### src/pwlc_pkg.sv
// ----------------------------------------------------------------------------
// pwlc_pkg
// Shared types and constants of the pairing window / status LED controller.
// ----------------------------------------------------------------------------
package pwlc_pkg;

  localparam int unsigned TIME_W   = 32;
  localparam int unsigned CFG_W    = 16;
  localparam int unsigned CFG_IDX_W = 1;
  localparam int unsigned CMD_W    = 2;
  localparam int unsigned GEST_W   = 2;
  localparam int unsigned COUNT_W  = 8;
  localparam int unsigned PHASE_W  = 7;

  localparam logic [CFG_W-1:0] RESET_PAIR_WIN_LEN = CFG_W'(10000);
  localparam logic [CFG_W-1:0] RESET_FLASH_LEN    = CFG_W'(1200);

  // Idle flash: on for IDLE_ON_TICKS out of every IDLE_PERIOD ticks.
  localparam logic [PHASE_W-1:0] IDLE_PERIOD   = PHASE_W'(66);
  localparam logic [PHASE_W-1:0] IDLE_ON_TICKS = PHASE_W'(3);

  // Blink rates: tick_count / 16 and tick_count / 4, taken mod 2.
  localparam int unsigned CONFIG_BLINK_BIT  = 4;
  localparam int unsigned PAIRING_BLINK_BIT = 2;

  localparam logic [COUNT_W-1:0] COUNT_MAX = '1;

  typedef enum logic [CFG_IDX_W-1:0] {
    REG_PAIR_WIN_LEN = 1'd0,
    REG_FLASH_LEN    = 1'd1
  } reg_idx_t;

  typedef enum logic [CMD_W-1:0] {
    CMD_TICK       = 2'd0,
    CMD_READY      = 2'd1,
    CMD_DISCONNECT = 2'd2
  } cmd_t;

  typedef enum logic [GEST_W-1:0] {
    GEST_NONE   = 2'd0,
    GEST_DOUBLE = 2'd1,
    GEST_TRIPLE = 2'd2,
    GEST_HOLD   = 2'd3
  } gesture_t;

  // Inputs of the LED priority select.
  typedef struct packed {
    logic config_mode;
    logic wipe_active;
    logic pairing_open;
    logic connected;
    logic config_blink;
    logic pairing_blink;
    logic fast_blink;
    logic idle_on;
  } led_sel_t;

endpackage

### src/pwlc_if.sv
// ----------------------------------------------------------------------------
// pwlc_if
// Valid/ready channels: input items and result items.
// ----------------------------------------------------------------------------
interface pwlc_in_if;
  logic                                valid;
  logic                                ready;
  logic [pwlc_pkg::CMD_W-1:0]          cmd;
  logic [pwlc_pkg::TIME_W-1:0]         now_ms;
  logic [pwlc_pkg::GEST_W-1:0]         gesture;
  logic                                config_mode;

  modport source (output valid, cmd, now_ms, gesture, config_mode, input ready);
  modport sink   (input valid, cmd, now_ms, gesture, config_mode, output ready);
endinterface

interface pwlc_out_if;
  logic valid;
  logic ready;
  logic led;
  logic allowlist_enforced;
  logic pairing_open;
  logic wipe_request;
  logic config_request;

  modport source (output valid, led, allowlist_enforced, pairing_open, wipe_request,
                  config_request, input ready);
  modport sink   (input valid, led, allowlist_enforced, pairing_open, wipe_request,
                  config_request, output ready);
endinterface

### src/pwlc_led_sel.sv
// ----------------------------------------------------------------------------
// pwlc_led_sel
// Status LED priority: config blink, wipe flash, pairing blink, solid, idle.
// ----------------------------------------------------------------------------
module pwlc_led_sel (
  input  pwlc_pkg::led_sel_t sel,
  output logic               led
);

  always_comb begin
    priority if (sel.config_mode) begin
      led = sel.config_blink;
    end else if (sel.wipe_active) begin
      led = sel.fast_blink;
    end else if (sel.pairing_open) begin
      led = sel.pairing_blink;
    end else if (sel.connected) begin
      led = 1'b1;
    end else begin
      led = sel.idle_on;
    end
  end

endmodule

### src/pairing_window_led_controller.sv
// ----------------------------------------------------------------------------
// pairing_window_led_controller
// Pairing window, allow-list and status LED control for a wireless dongle.
//
// Channels: in_ch carries one beat per event (tick, controller ready,
// controller disconnected); out_ch carries one result beat per tick only.
// Ready and disconnect beats update the connected count and give no result;
// an unused command code is consumed silently.
// Configuration: cfg_we/cfg_index/cfg_data write the pairing window and
// wipe flash lengths (ms); write only while no beat is in flight.
// Path: a tick accepted into the input register moves on into the result
// register once out_ch is free, and its result is then held valid there.
// Throughput: one beat per cycle unless out_ch stalls, set by the input
// register feeding one add-and-compare stage writing state and result.
// Stall: while out_ch is stalled the result holds; one more tick may sit
// in the input register, after which in_ch.ready drops. Events still
// drain past a stalled result.
// Reset (rst, synchronous): both channels empty, window closed, no wipe
// flash, counts zero, allow-list enforced, lengths 10000 ms and 1200 ms.
// ----------------------------------------------------------------------------
module pairing_window_led_controller (
  input  logic                               clk,
  input  logic                               rst,
  input  logic                               cfg_we,
  input  logic [pwlc_pkg::CFG_IDX_W-1:0]     cfg_index,
  input  logic [pwlc_pkg::CFG_W-1:0]         cfg_data,
  pwlc_in_if.sink                            in_ch,
  pwlc_out_if.source                         out_ch
);

  logic [pwlc_pkg::CFG_W-1:0]   pair_win_len;
  logic [pwlc_pkg::CFG_W-1:0]   flash_len;

  // input register
  logic                         s1_valid;
  logic [pwlc_pkg::CMD_W-1:0]   s1_cmd;
  logic [pwlc_pkg::TIME_W-1:0]  s1_now;
  logic [pwlc_pkg::GEST_W-1:0]  s1_gesture;
  logic                         s1_config_mode;

  // state
  logic [pwlc_pkg::TIME_W-1:0]  pairing_deadline;
  logic [pwlc_pkg::TIME_W-1:0]  wipe_deadline;
  logic [pwlc_pkg::TIME_W-1:0]  tick_count;
  logic [pwlc_pkg::PHASE_W-1:0] idle_phase;
  logic [pwlc_pkg::COUNT_W-1:0] connected_count;
  logic                         enforce_flag;

  // result register
  logic                         o_valid;
  logic                         o_led;
  logic                         o_enforced;
  logic                         o_pairing_open;
  logic                         o_wipe_req;
  logic                         o_cfg_req;

  logic                         out_free;
  logic                         s1_is_tick;
  logic                         s1_fire;
  logic                         tick_fire;
  logic [pwlc_pkg::GEST_W-1:0]  gest_eff;
  logic [pwlc_pkg::TIME_W-1:0]  pairing_deadline_next;
  logic [pwlc_pkg::TIME_W-1:0]  wipe_deadline_next;
  logic [pwlc_pkg::TIME_W-1:0]  pd_gest;
  logic                         en_gest;
  logic                         expire;
  logic                         enforce_next;
  logic                         wipe_req_next;
  logic                         cfg_req_next;
  logic [pwlc_pkg::COUNT_W-1:0] connected_count_next;
  logic [pwlc_pkg::PHASE_W-1:0] idle_phase_next;
  pwlc_pkg::led_sel_t           led_sel;
  logic                         led_next;

  assign out_free   = !o_valid || out_ch.ready;
  assign s1_is_tick = (s1_cmd == pwlc_pkg::CMD_TICK);
  assign s1_fire    = s1_valid && (!s1_is_tick || out_free);
  assign tick_fire  = s1_fire && s1_is_tick;
  assign in_ch.ready = !s1_valid || s1_fire;

  // configuration
  always_ff @(posedge clk) begin
    if (rst) begin
      pair_win_len <= pwlc_pkg::RESET_PAIR_WIN_LEN;
      flash_len    <= pwlc_pkg::RESET_FLASH_LEN;
    end else if (cfg_we) begin
      unique case (cfg_index)
        pwlc_pkg::REG_PAIR_WIN_LEN: pair_win_len <= cfg_data;
        pwlc_pkg::REG_FLASH_LEN:    flash_len    <= cfg_data;
        default: ;
      endcase
    end
  end

  // input register
  always_ff @(posedge clk) begin
    if (rst) begin
      s1_valid <= 1'b0;
    end else if (in_ch.ready) begin
      s1_valid <= in_ch.valid;
    end
  end

  always_ff @(posedge clk) begin
    if (in_ch.ready && in_ch.valid) begin
      s1_cmd         <= in_ch.cmd;
      s1_now         <= in_ch.now_ms;
      s1_gesture     <= in_ch.gesture;
      s1_config_mode <= in_ch.config_mode;
    end
  end

  // tick logic
  always_comb begin
    gest_eff       = s1_config_mode ? pwlc_pkg::GEST_NONE : s1_gesture;
    pd_gest        = pairing_deadline;
    en_gest        = enforce_flag;
    wipe_deadline_next = wipe_deadline;
    wipe_req_next  = 1'b0;
    cfg_req_next   = 1'b0;
    unique case (gest_eff)
      pwlc_pkg::GEST_DOUBLE: begin
        pd_gest = s1_now + pwlc_pkg::TIME_W'(pair_win_len);
        en_gest = 1'b0;
      end
      pwlc_pkg::GEST_TRIPLE: begin
        pd_gest            = '0;
        en_gest            = 1'b1;
        wipe_deadline_next = s1_now + pwlc_pkg::TIME_W'(flash_len);
        wipe_req_next      = 1'b1;
      end
      pwlc_pkg::GEST_HOLD: begin
        cfg_req_next = 1'b1;
      end
      default: ;
    endcase
    expire                = (pd_gest != '0) && (s1_now >= pd_gest);
    pairing_deadline_next = expire ? '0 : pd_gest;
    enforce_next          = expire ? 1'b1 : en_gest;
  end

  always_comb begin
    led_sel.config_mode   = s1_config_mode;
    led_sel.wipe_active   = (wipe_deadline_next != '0) && (s1_now < wipe_deadline_next);
    led_sel.pairing_open  = (pairing_deadline_next != '0);
    led_sel.connected     = (connected_count != '0);
    led_sel.config_blink  = !tick_count[pwlc_pkg::CONFIG_BLINK_BIT];
    led_sel.pairing_blink = !tick_count[pwlc_pkg::PAIRING_BLINK_BIT];
    led_sel.fast_blink    = tick_count[0];
    led_sel.idle_on       = (idle_phase < pwlc_pkg::IDLE_ON_TICKS);
  end

  pwlc_led_sel u_led_sel (
    .sel (led_sel),
    .led (led_next)
  );

  // idle phase tracks tick_count mod 66, including the 2^32 wrap
  always_comb begin
    if (tick_count == '1) begin
      idle_phase_next = '0;
    end else if (idle_phase == pwlc_pkg::IDLE_PERIOD - pwlc_pkg::PHASE_W'(1)) begin
      idle_phase_next = '0;
    end else begin
      idle_phase_next = idle_phase + pwlc_pkg::PHASE_W'(1);
    end
  end

  always_comb begin
    connected_count_next = connected_count;
    unique case (s1_cmd)
      pwlc_pkg::CMD_READY: begin
        if (connected_count != pwlc_pkg::COUNT_MAX) begin
          connected_count_next = connected_count + pwlc_pkg::COUNT_W'(1);
        end
      end
      pwlc_pkg::CMD_DISCONNECT: begin
        if (connected_count != '0) begin
          connected_count_next = connected_count - pwlc_pkg::COUNT_W'(1);
        end
      end
      default: ;
    endcase
  end

  // state
  always_ff @(posedge clk) begin
    if (rst) begin
      pairing_deadline <= '0;
      wipe_deadline    <= '0;
      tick_count       <= '0;
      idle_phase       <= '0;
      connected_count  <= '0;
      enforce_flag     <= 1'b1;
    end else if (s1_fire) begin
      connected_count <= connected_count_next;
      if (s1_is_tick) begin
        pairing_deadline <= pairing_deadline_next;
        wipe_deadline    <= wipe_deadline_next;
        enforce_flag     <= enforce_next;
        tick_count       <= tick_count + pwlc_pkg::TIME_W'(1);
        idle_phase       <= idle_phase_next;
      end
    end
  end

  // result register
  always_ff @(posedge clk) begin
    if (rst) begin
      o_valid <= 1'b0;
    end else if (tick_fire) begin
      o_valid <= 1'b1;
    end else if (out_ch.ready) begin
      o_valid <= 1'b0;
    end
  end

  always_ff @(posedge clk) begin
    if (tick_fire) begin
      o_led          <= led_next;
      o_enforced     <= enforce_next;
      o_pairing_open <= (pairing_deadline_next != '0);
      o_wipe_req     <= wipe_req_next;
      o_cfg_req      <= cfg_req_next;
    end
  end

  assign out_ch.valid              = o_valid;
  assign out_ch.led                = o_led;
  assign out_ch.allowlist_enforced = o_enforced;
  assign out_ch.pairing_open       = o_pairing_open;
  assign out_ch.wipe_request       = o_wipe_req;
  assign out_ch.config_request     = o_cfg_req;

endmodule

### src/flat_wrapper.sv
// flat-port wrapper written by rule: the top's interface ports become plain ports
module pairing_window_led_controller_flat 
  (clk, rst, cfg_we, cfg_index, cfg_data, in_ch_valid, in_ch_cmd, in_ch_now_ms, in_ch_gesture, in_ch_config_mode, in_ch_ready, out_ch_valid, out_ch_led, out_ch_allowlist_enforced, out_ch_pairing_open, out_ch_wipe_request, out_ch_config_request, out_ch_ready);
  pwlc_in_if in_ch_i ();
  pwlc_out_if out_ch_i ();
  input  logic clk;
  input  logic rst;
  input  logic cfg_we;
  input  logic [pwlc_pkg::CFG_IDX_W-1:0] cfg_index;
  input  logic [pwlc_pkg::CFG_W-1:0] cfg_data;
  input wire logic [$bits(in_ch_i.valid)-1:0] in_ch_valid;
  input wire logic [$bits(in_ch_i.cmd)-1:0] in_ch_cmd;
  input wire logic [$bits(in_ch_i.now_ms)-1:0] in_ch_now_ms;
  input wire logic [$bits(in_ch_i.gesture)-1:0] in_ch_gesture;
  input wire logic [$bits(in_ch_i.config_mode)-1:0] in_ch_config_mode;
  output wire logic [$bits(in_ch_i.ready)-1:0] in_ch_ready;
  output wire logic [$bits(out_ch_i.valid)-1:0] out_ch_valid;
  output wire logic [$bits(out_ch_i.led)-1:0] out_ch_led;
  output wire logic [$bits(out_ch_i.allowlist_enforced)-1:0] out_ch_allowlist_enforced;
  output wire logic [$bits(out_ch_i.pairing_open)-1:0] out_ch_pairing_open;
  output wire logic [$bits(out_ch_i.wipe_request)-1:0] out_ch_wipe_request;
  output wire logic [$bits(out_ch_i.config_request)-1:0] out_ch_config_request;
  input wire logic [$bits(out_ch_i.ready)-1:0] out_ch_ready;
  assign in_ch_i.valid = in_ch_valid;
  assign in_ch_i.cmd = in_ch_cmd;
  assign in_ch_i.now_ms = in_ch_now_ms;
  assign in_ch_i.gesture = in_ch_gesture;
  assign in_ch_i.config_mode = in_ch_config_mode;
  assign in_ch_ready = in_ch_i.ready;
  assign out_ch_valid = out_ch_i.valid;
  assign out_ch_led = out_ch_i.led;
  assign out_ch_allowlist_enforced = out_ch_i.allowlist_enforced;
  assign out_ch_pairing_open = out_ch_i.pairing_open;
  assign out_ch_wipe_request = out_ch_i.wipe_request;
  assign out_ch_config_request = out_ch_i.config_request;
  assign out_ch_i.ready = out_ch_ready;
  pairing_window_led_controller u_core (.clk(clk), .rst(rst), .cfg_we(cfg_we), .cfg_index(cfg_index), .cfg_data(cfg_data), .in_ch(in_ch_i), .out_ch(out_ch_i));
endmodule
### config.mk
export PLATFORM = sky130hd
export DESIGN_NAME = pairing_window_led_controller_flat
export DESIGN_NICKNAME = d
export VERILOG_FILES = /design/src/pwlc_pkg.sv /design/src/pwlc_if.sv /design/src/pwlc_led_sel.sv /design/src/pairing_window_led_controller.sv /design/src/flat_wrapper.sv
export SDC_FILE = /design/constraint.sdc
export NUM_CORES = 1
export LEC_CHECK = 0
export BUFFER_PORTS_ARGS = -buffer_cell sky130_fd_sc_hd__clkbuf_2
export CAP_MARGIN = 5
export CORE_MARGIN = 1
export CORE_UTILIZATION = 33
export CTS_CLUSTER_DIAMETER = 60
export DETAILED_ROUTE_END_ITERATION = 6
export GPL_TIMING_DRIVEN = 0
export HOLD_SLACK_MARGIN = 0.06
export PLACE_DENSITY_LB_ADDON = 0.25
export SYNTH_ARGS = -nofsm -noshare
export SYNTH_HDL_FRONTEND = slang
export SYNTH_SLANG_ARGS = --single-unit
### constraint.sdc
create_clock -name clk -period 5.4 [get_ports clk]
set_clock_uncertainty 0.1 [all_clocks]
set_input_delay 0 -clock clk [delete_from_list [all_inputs] [get_ports clk]]
set_output_delay 0 -clock clk [all_outputs]
set_load 0.005 [all_outputs]
# Yosys cells after proc, flatten, opt, wreduce, memory -nomap -nowiden
# Index checks and enable logic that the tools add are counted.
[classes] muxes=19 n_bitwise=1 addsub=6 n_eq_ne=10 reduce_logical=24 n_lt_le_gt_ge=3
[op_table] cell="nonzero test 32 bit" count=3
[op_table] cell="adder 32 x 16 -> 32 bit" count=2
[op_table] cell="two-way mux 32 bit" count=2
[op_table] cell="one-hot mux 32 bit (2 select lines)" count=1
[op_table] cell="adder 32 x 1 -> 32 bit, second input constant" count=1
[op_table] cell="== test 32 bit, second input constant" count=1
[op_table] cell=">= comparator 32 bit" count=1
[op_table] cell="< comparator 32 bit" count=1
[op_table] cell="two-way mux 8 bit" count=2
[op_table] cell="one-hot mux 8 bit (2 select lines)" count=1
[op_table] cell="two-way mux 7 bit" count=2
[op_table] cell="two-way mux 1 bit" count=9
[op_table] cell="adder 8 x 1 -> 8 bit, second input constant" count=1
[op_table] cell="inequality test 8 bit, second input constant" count=1
[op_table] cell="nonzero test 8 bit" count=1
[op_table] cell="subtractor 8 x 1 -> 8 bit, second input constant" count=1
[op_table] cell="adder 7 x 1 -> 7 bit, second input constant" count=1
[op_table] cell="== test 7 bit, second input constant" count=1
[op_table] cell="< comparator 7 x 2 -> 1 bit, second input constant" count=1
[op_table] cell="== test 2 bit, second input constant" count=3
[op_table] cell="AND reduction 2 bit" count=3
[op_table] cell="logical AND 1 bit" count=5
[op_table] cell="zero test 1 bit" count=5
[op_table] cell="== test 2 x 1 -> 1 bit, second input constant" count=2
[op_table] cell="other kinds (8)" count=12
[totals] ff_bits=188 input_bits=59 word_cells=82

# Depth between registers and ports, before layout
[logic_depth] word_depth=10 mapped_depth=23 mapped_depth_nobuf=22

# By module
# From an unflattened synthesis, not the netlist that was laid out.
[unflattened] cells_unflattened=1401 area_unflattened_um2=12019.0
[modules_own_cells] module="pairing_window_led_controller" cells_each=1395 n_inst=1 area_each_um2=11984.0
[modules_own_cells] module="pwlc_led_sel" cells_each=6 n_inst=1 area_each_um2=35.0

# Worst setup path after synthesis
# No wires, ideal clock.
[synth_path] path_kind="flip-flop to flip-flop" start="reg u_core.s1_now[0] (netlist bit)" end="reg u_core.o_led (netlist: u_core.out_ch.led) (data pin)" arrival_ps=4496 path_stages_with_launch=21 path_slack_ps=674 setup_time_ps=130 period_less_slack_ps=4726 n_path_buf=1 path_cell_list="edfxtp_1 > ha_1 > fa_1 > a21o_1 > a221oi_2 > a2bb2oi_1 > o21a_1 > buf_2 > o21ai_0 > a31o_2 > ha_1 > a21o_1 > a21o_1 > a21o_1 > a21o_1 > a21o_1 > a21o_1 > a221oi_1 > and4b_1 > a22o_1 > a31o_1"
[synth_via] elab_chain_cells=9 elab_cells_between_ends=15
[synth_rtl] element="start, declared" line_no="pairing_window_led_controller.sv:37" rtl="logic [pwlc_pkg::TIME_W-1:0] s1_now;"
[synth_rtl] element="start signal, assigned" line_no="pairing_window_led_controller.sv:107" rtl="s1_now <= in_ch.now_ms;"
[synth_rtl] element="adder 32 x 16 -> 32 bit" line_no="pairing_window_led_controller.sv:123" rtl="pd_gest = s1_now + pwlc_pkg::TIME_W'(pair_win_len);"
[synth_rtl] element="one-hot mux 32 bit (2 select lines)" line_no="pairing_window_led_controller.sv:121" rtl="unique case (gest_eff)"
[synth_rtl] element=">= comparator 32 bit or nonzero test 32 bit (tied branches)" line_no="pairing_window_led_controller.sv:137" rtl="expire = (pd_gest != '0) && (s1_now >= pd_gest);"
[synth_rtl] element="logical AND 1 bit" line_no="pairing_window_led_controller.sv:137"
[synth_rtl] element="two-way mux 32 bit" line_no="pairing_window_led_controller.sv:138" rtl="pairing_deadline_next = expire ? '0 : pd_gest;"
[synth_rtl] element="nonzero test 32 bit" line_no="pairing_window_led_controller.sv:145" rtl="led_sel.pairing_open = (pairing_deadline_next != '0);"
[synth_rtl] element="two-way mux 1 bit" line_no="pwlc_led_sel.sv:15" rtl="end else if (sel.pairing_open) begin"
[synth_rtl] element="two-way mux 1 bit *" line_no="pwlc_led_sel.sv:13" rtl="end else if (sel.wipe_active) begin"
[synth_rtl] element="two-way mux 1 bit *" line_no="pwlc_led_sel.sv:11" rtl="priority if (sel.config_mode) begin"
[synth_rtl] element="via u_core.led_next" line_no="pairing_window_led_controller.sv:73" rtl="logic led_next;"
[synth_rtl] element="end signal, assigned" line_no="pairing_window_led_controller.sv:220" rtl="o_led <= led_next;"
[synth_rtl] element="end, declared" line_no="pairing_window_led_controller.sv:51" rtl="logic o_led;"
# Mark *: on every way through the listed nets, which the timed path passes. The rest lies on a longest branch.
# A chain may end at the register's enable or synchronous reset.

==> results.cfg <==
[run_status]
status = finished clean

[global_route]
antenna_found_initial = 0
grt.overflow.total = 0
grt_pass1_vias = 10570
grt_pass1_wl_mm = 59.41
track_usage_pct = 21.26
grt_max_degree = 20

[detailed_routing]
drt_wl_total_mm = 38.01
drt_iter0_markers = 754
route.detailed.drc = 0
ant_nets = 0
route.vias.total = 10990
avgViaCountPerCell = 5.345
firstDrtPassIters = 6
routedWlPerCell_um = 18.48

[critical_path]
startpoint = u_core.s1_now[3]
endpoint = u_core.out_ch.led
crit_fanout = 6
crit_arrival_ps = 5340
path_cells = ha_1 > nand2_1 > o31a_1 > nor3_2 > and4bb_2 > or4_1 > a21oi_2 > a21oi_1 > ha_1 > nand4_1 > nor3_2 > nand3_2 > nor3_4 > nand4_1 > a21oi_2 > a21oi_4 > a21boi_4 > a211o_1 > a31o_1
reg2regPathDepth = 19
r2r_slack_ps = 170
critPathKind = reg2reg
cp_slowest_stage_delay_ps = 530
reg2reg_to = u_core.out_ch.led
rr_startpoint = u_core.s1_now[3]
slowest_stage = or4_1
cp-end-kind = register
critPathLaunchType = register
crit_required_ps = 5510

[power_and_ir_drop]
p_comb_share_pct = 20.9
power_switching_w = 0.001112
internal_power_w = 0.002403
p_clk_share_pct = 35.8
p_leak_nw = 5.546
p_seq_share_pct = 43.3
irDropWorstVdd_uv = 232.3
power.density_nw_per_um2 = 239.7
p_sw_share_pct = 31.64

[yosys]
seq_area_frac_synth_pct = 35.20
avgSynthCellArea_um2 = 8.526
yosys_warnings = 0
ys_seq_elements = 188
synth_edf_count = 42
synth_nets = 1563
synthArstFlopShare_pct = 0
syn_area_um2 = 11890
synth.distinct_cells = 91
synth_cells = 1394
synth_ff_type = dfxtp_1

[clock_tree]
h-tree-depth = 4
clock_latency_ps = 460
cts_sinks = 188
cts_buffer_depth = 2
cts_tree = built
clkTransAtPathRegs_ps = 80
root_buffer = clkbuf_16
cts_buffers = 17

[sta]
period_share_pct = 96.85
setup_viol = 0
maxSlewHeadroom_pct = 48.68
holdWs_ps = 147.1
post-route-min-period_ps = 5230
max_freq_mhz = 191.2
tightest_slew_ps = 769.8
fin_ws_ps = 170.2
finalSetupTns_ps = 0
hold_viol_final = 0
timing.final.max_slew_violations = 0

[layout]
nets = 1752
final_core_util_pct = 41.33
final_cell_area_um2 = 14670
n_antenna_cell = 0
layout_commonest_cell = nand2_1
multi_input_area_um2 = 7526
seq_area_um2 = 4184
drive_gt1_share_pct = 14.29
area_growth_syn_to_layout_pct = 23.40
mostFrequentLayoutCells = nand2_1, nor2_1, dfxtp_1, a21oi_1, ha_1
nFillCells = 3509

[floorplan]
initial_utilization_pct = 33.50
die_x_um = 191.8
die_h_um = 191.8
ios = 66
row_count = 69
die-area_um2 = 36780
core_area_um2 = 35480

[place]
post_dp_cell_area_um2 = 12820
io_buffers = 65
place_congestion = 0.9141
dp_slack_ps = -1061
hpwlAfterDp_mm = 28.94

[flow_run]
cap_violations = 0

[hold_path]
hold_path.class = in2reg
[registers in the layout (all words and copies together), names as in the netlist, 2 cells and up]
name                     cells
u_core.s1_gesture            2
u_core.pair_win_len         16
u_core.idle_phase            7
u_core.s1_cmd                2
u_core.s1_now               32
u_core.wipe_deadline        32
u_core.flash_len            16
u_core.tick_count           32
u_core.connected_count       8
u_core.pairing_deadline     32
[per-stage QoR]
step	power (W)	instances
floorplan	0.001968	1394
global placement	0.002169	1920
detailed placement	0.002174	1921
CTS	0.003504	2038
global route	0.003679	2057
finish	0.003516	2057
[logic make-up (layout without fill, tap and decap cells)]
kind of cell | count (synthesis) | in the layout | synth area share, %
mux | 18 | 18 | 1.516
xor+xnor | 75 | 75 | 5.527
buf+inv | 93 | 295 | 3.874
flops | 188 | 188 | 35.20
simple gates | 542 | 542 | 22.24
compound gates | 368 | 368 | 19.87
fa+ha+maj | 110 | 110 | 11.77
[final cells by class]
class	count	share of cell area, %
Inverter	25	0.6398
Clock buffer	17	2.901
Multi-Input combinational cell	1113	51.31
Clock inverter	15	1.015
Sequential cell	188	28.53
Timing Repair Buffer	175	9.230
Buffer	63	2.440
Tap cell	461	3.933
[power groups by stage]
stage                     clock network [W]  logic (W)  registers [W]
after floorplan                           0   0.000435        0.00153
after global placement                    0   0.000610        0.00156
after detailed placement                  0   0.000616        0.00156
after CTS                           0.00129   0.000687        0.00152
after global routing                0.00135   0.000807        0.00153
final                               0.00126   0.000735        0.00152
[worst min path at each step]
stage | from | to | cells after the start
finish | in_ch_now_ms[7] | u_core.s1_now[7] | 2
global route | in_ch_now_ms[7] | u_core.s1_now[7] | 2
CTS | in_ch_now_ms[7] | u_core.s1_now[7] | 2
detailed placement | in_ch_now_ms[16] | u_core.s1_now[16] | 1
global placement | in_ch_now_ms[10] | u_core.s1_now[10] | 1
floorplan | in_ch_cmd[0] | u_core.s1_cmd[0] | 0
[timing repair]
action,4_1_cts,5_1_grt
setup buffers,14,22
hold buffers,73,0
pin swaps,1,11
endpoints found under the hold margin,78,0
gates resized for setup,29,34
endpoints found under the setup margin,36,31
[cells in the mapped netlist (all sizes together) (13+ instances only)]
library cell  instances  area, um2
xnor2                33      289.0
a211oi               26      205.2
nand2b               13      81.33
nand3                35      175.2
a22oi                16      125.1
inv                  24      90.09
dfxtp               146       2923
ha                  107       1339
o21ai                83      415.4
or3                  17      107.6
a21oi               116      580.6
nor2b                17      106.4
nor2                147      551.8
and3                 14      87.58
nand2               176      665.6
nor3                 20      105.1
clkbuf               56      291.5
nor4                 16      115.1
edfxtp               42       1261
nand4                37      250.2
xor2                 42      367.9
o21a                 15      112.6
mux2i                18      180.2
a21o                 33      249.0
[routing by layer]
metal	global-route usage, %	wire (um)	vias up
li1	-	-	5458
met1	28.58	18070	5222
met2	34.55	17480	275
met3	3.508	1722	39
met4	6.624	734	0
met5	0	0	-
[worst max-delay path, delay by kind of cell, from the launching register on]
kind	cells	cell delay [ps]
adders and majority gates	2	700
DFF	1	520
AOI/OAI and AO/OA	8	1640
and+or+nand+nor	9	2000
Note: power is estimated with default switching activity, not from simulation.
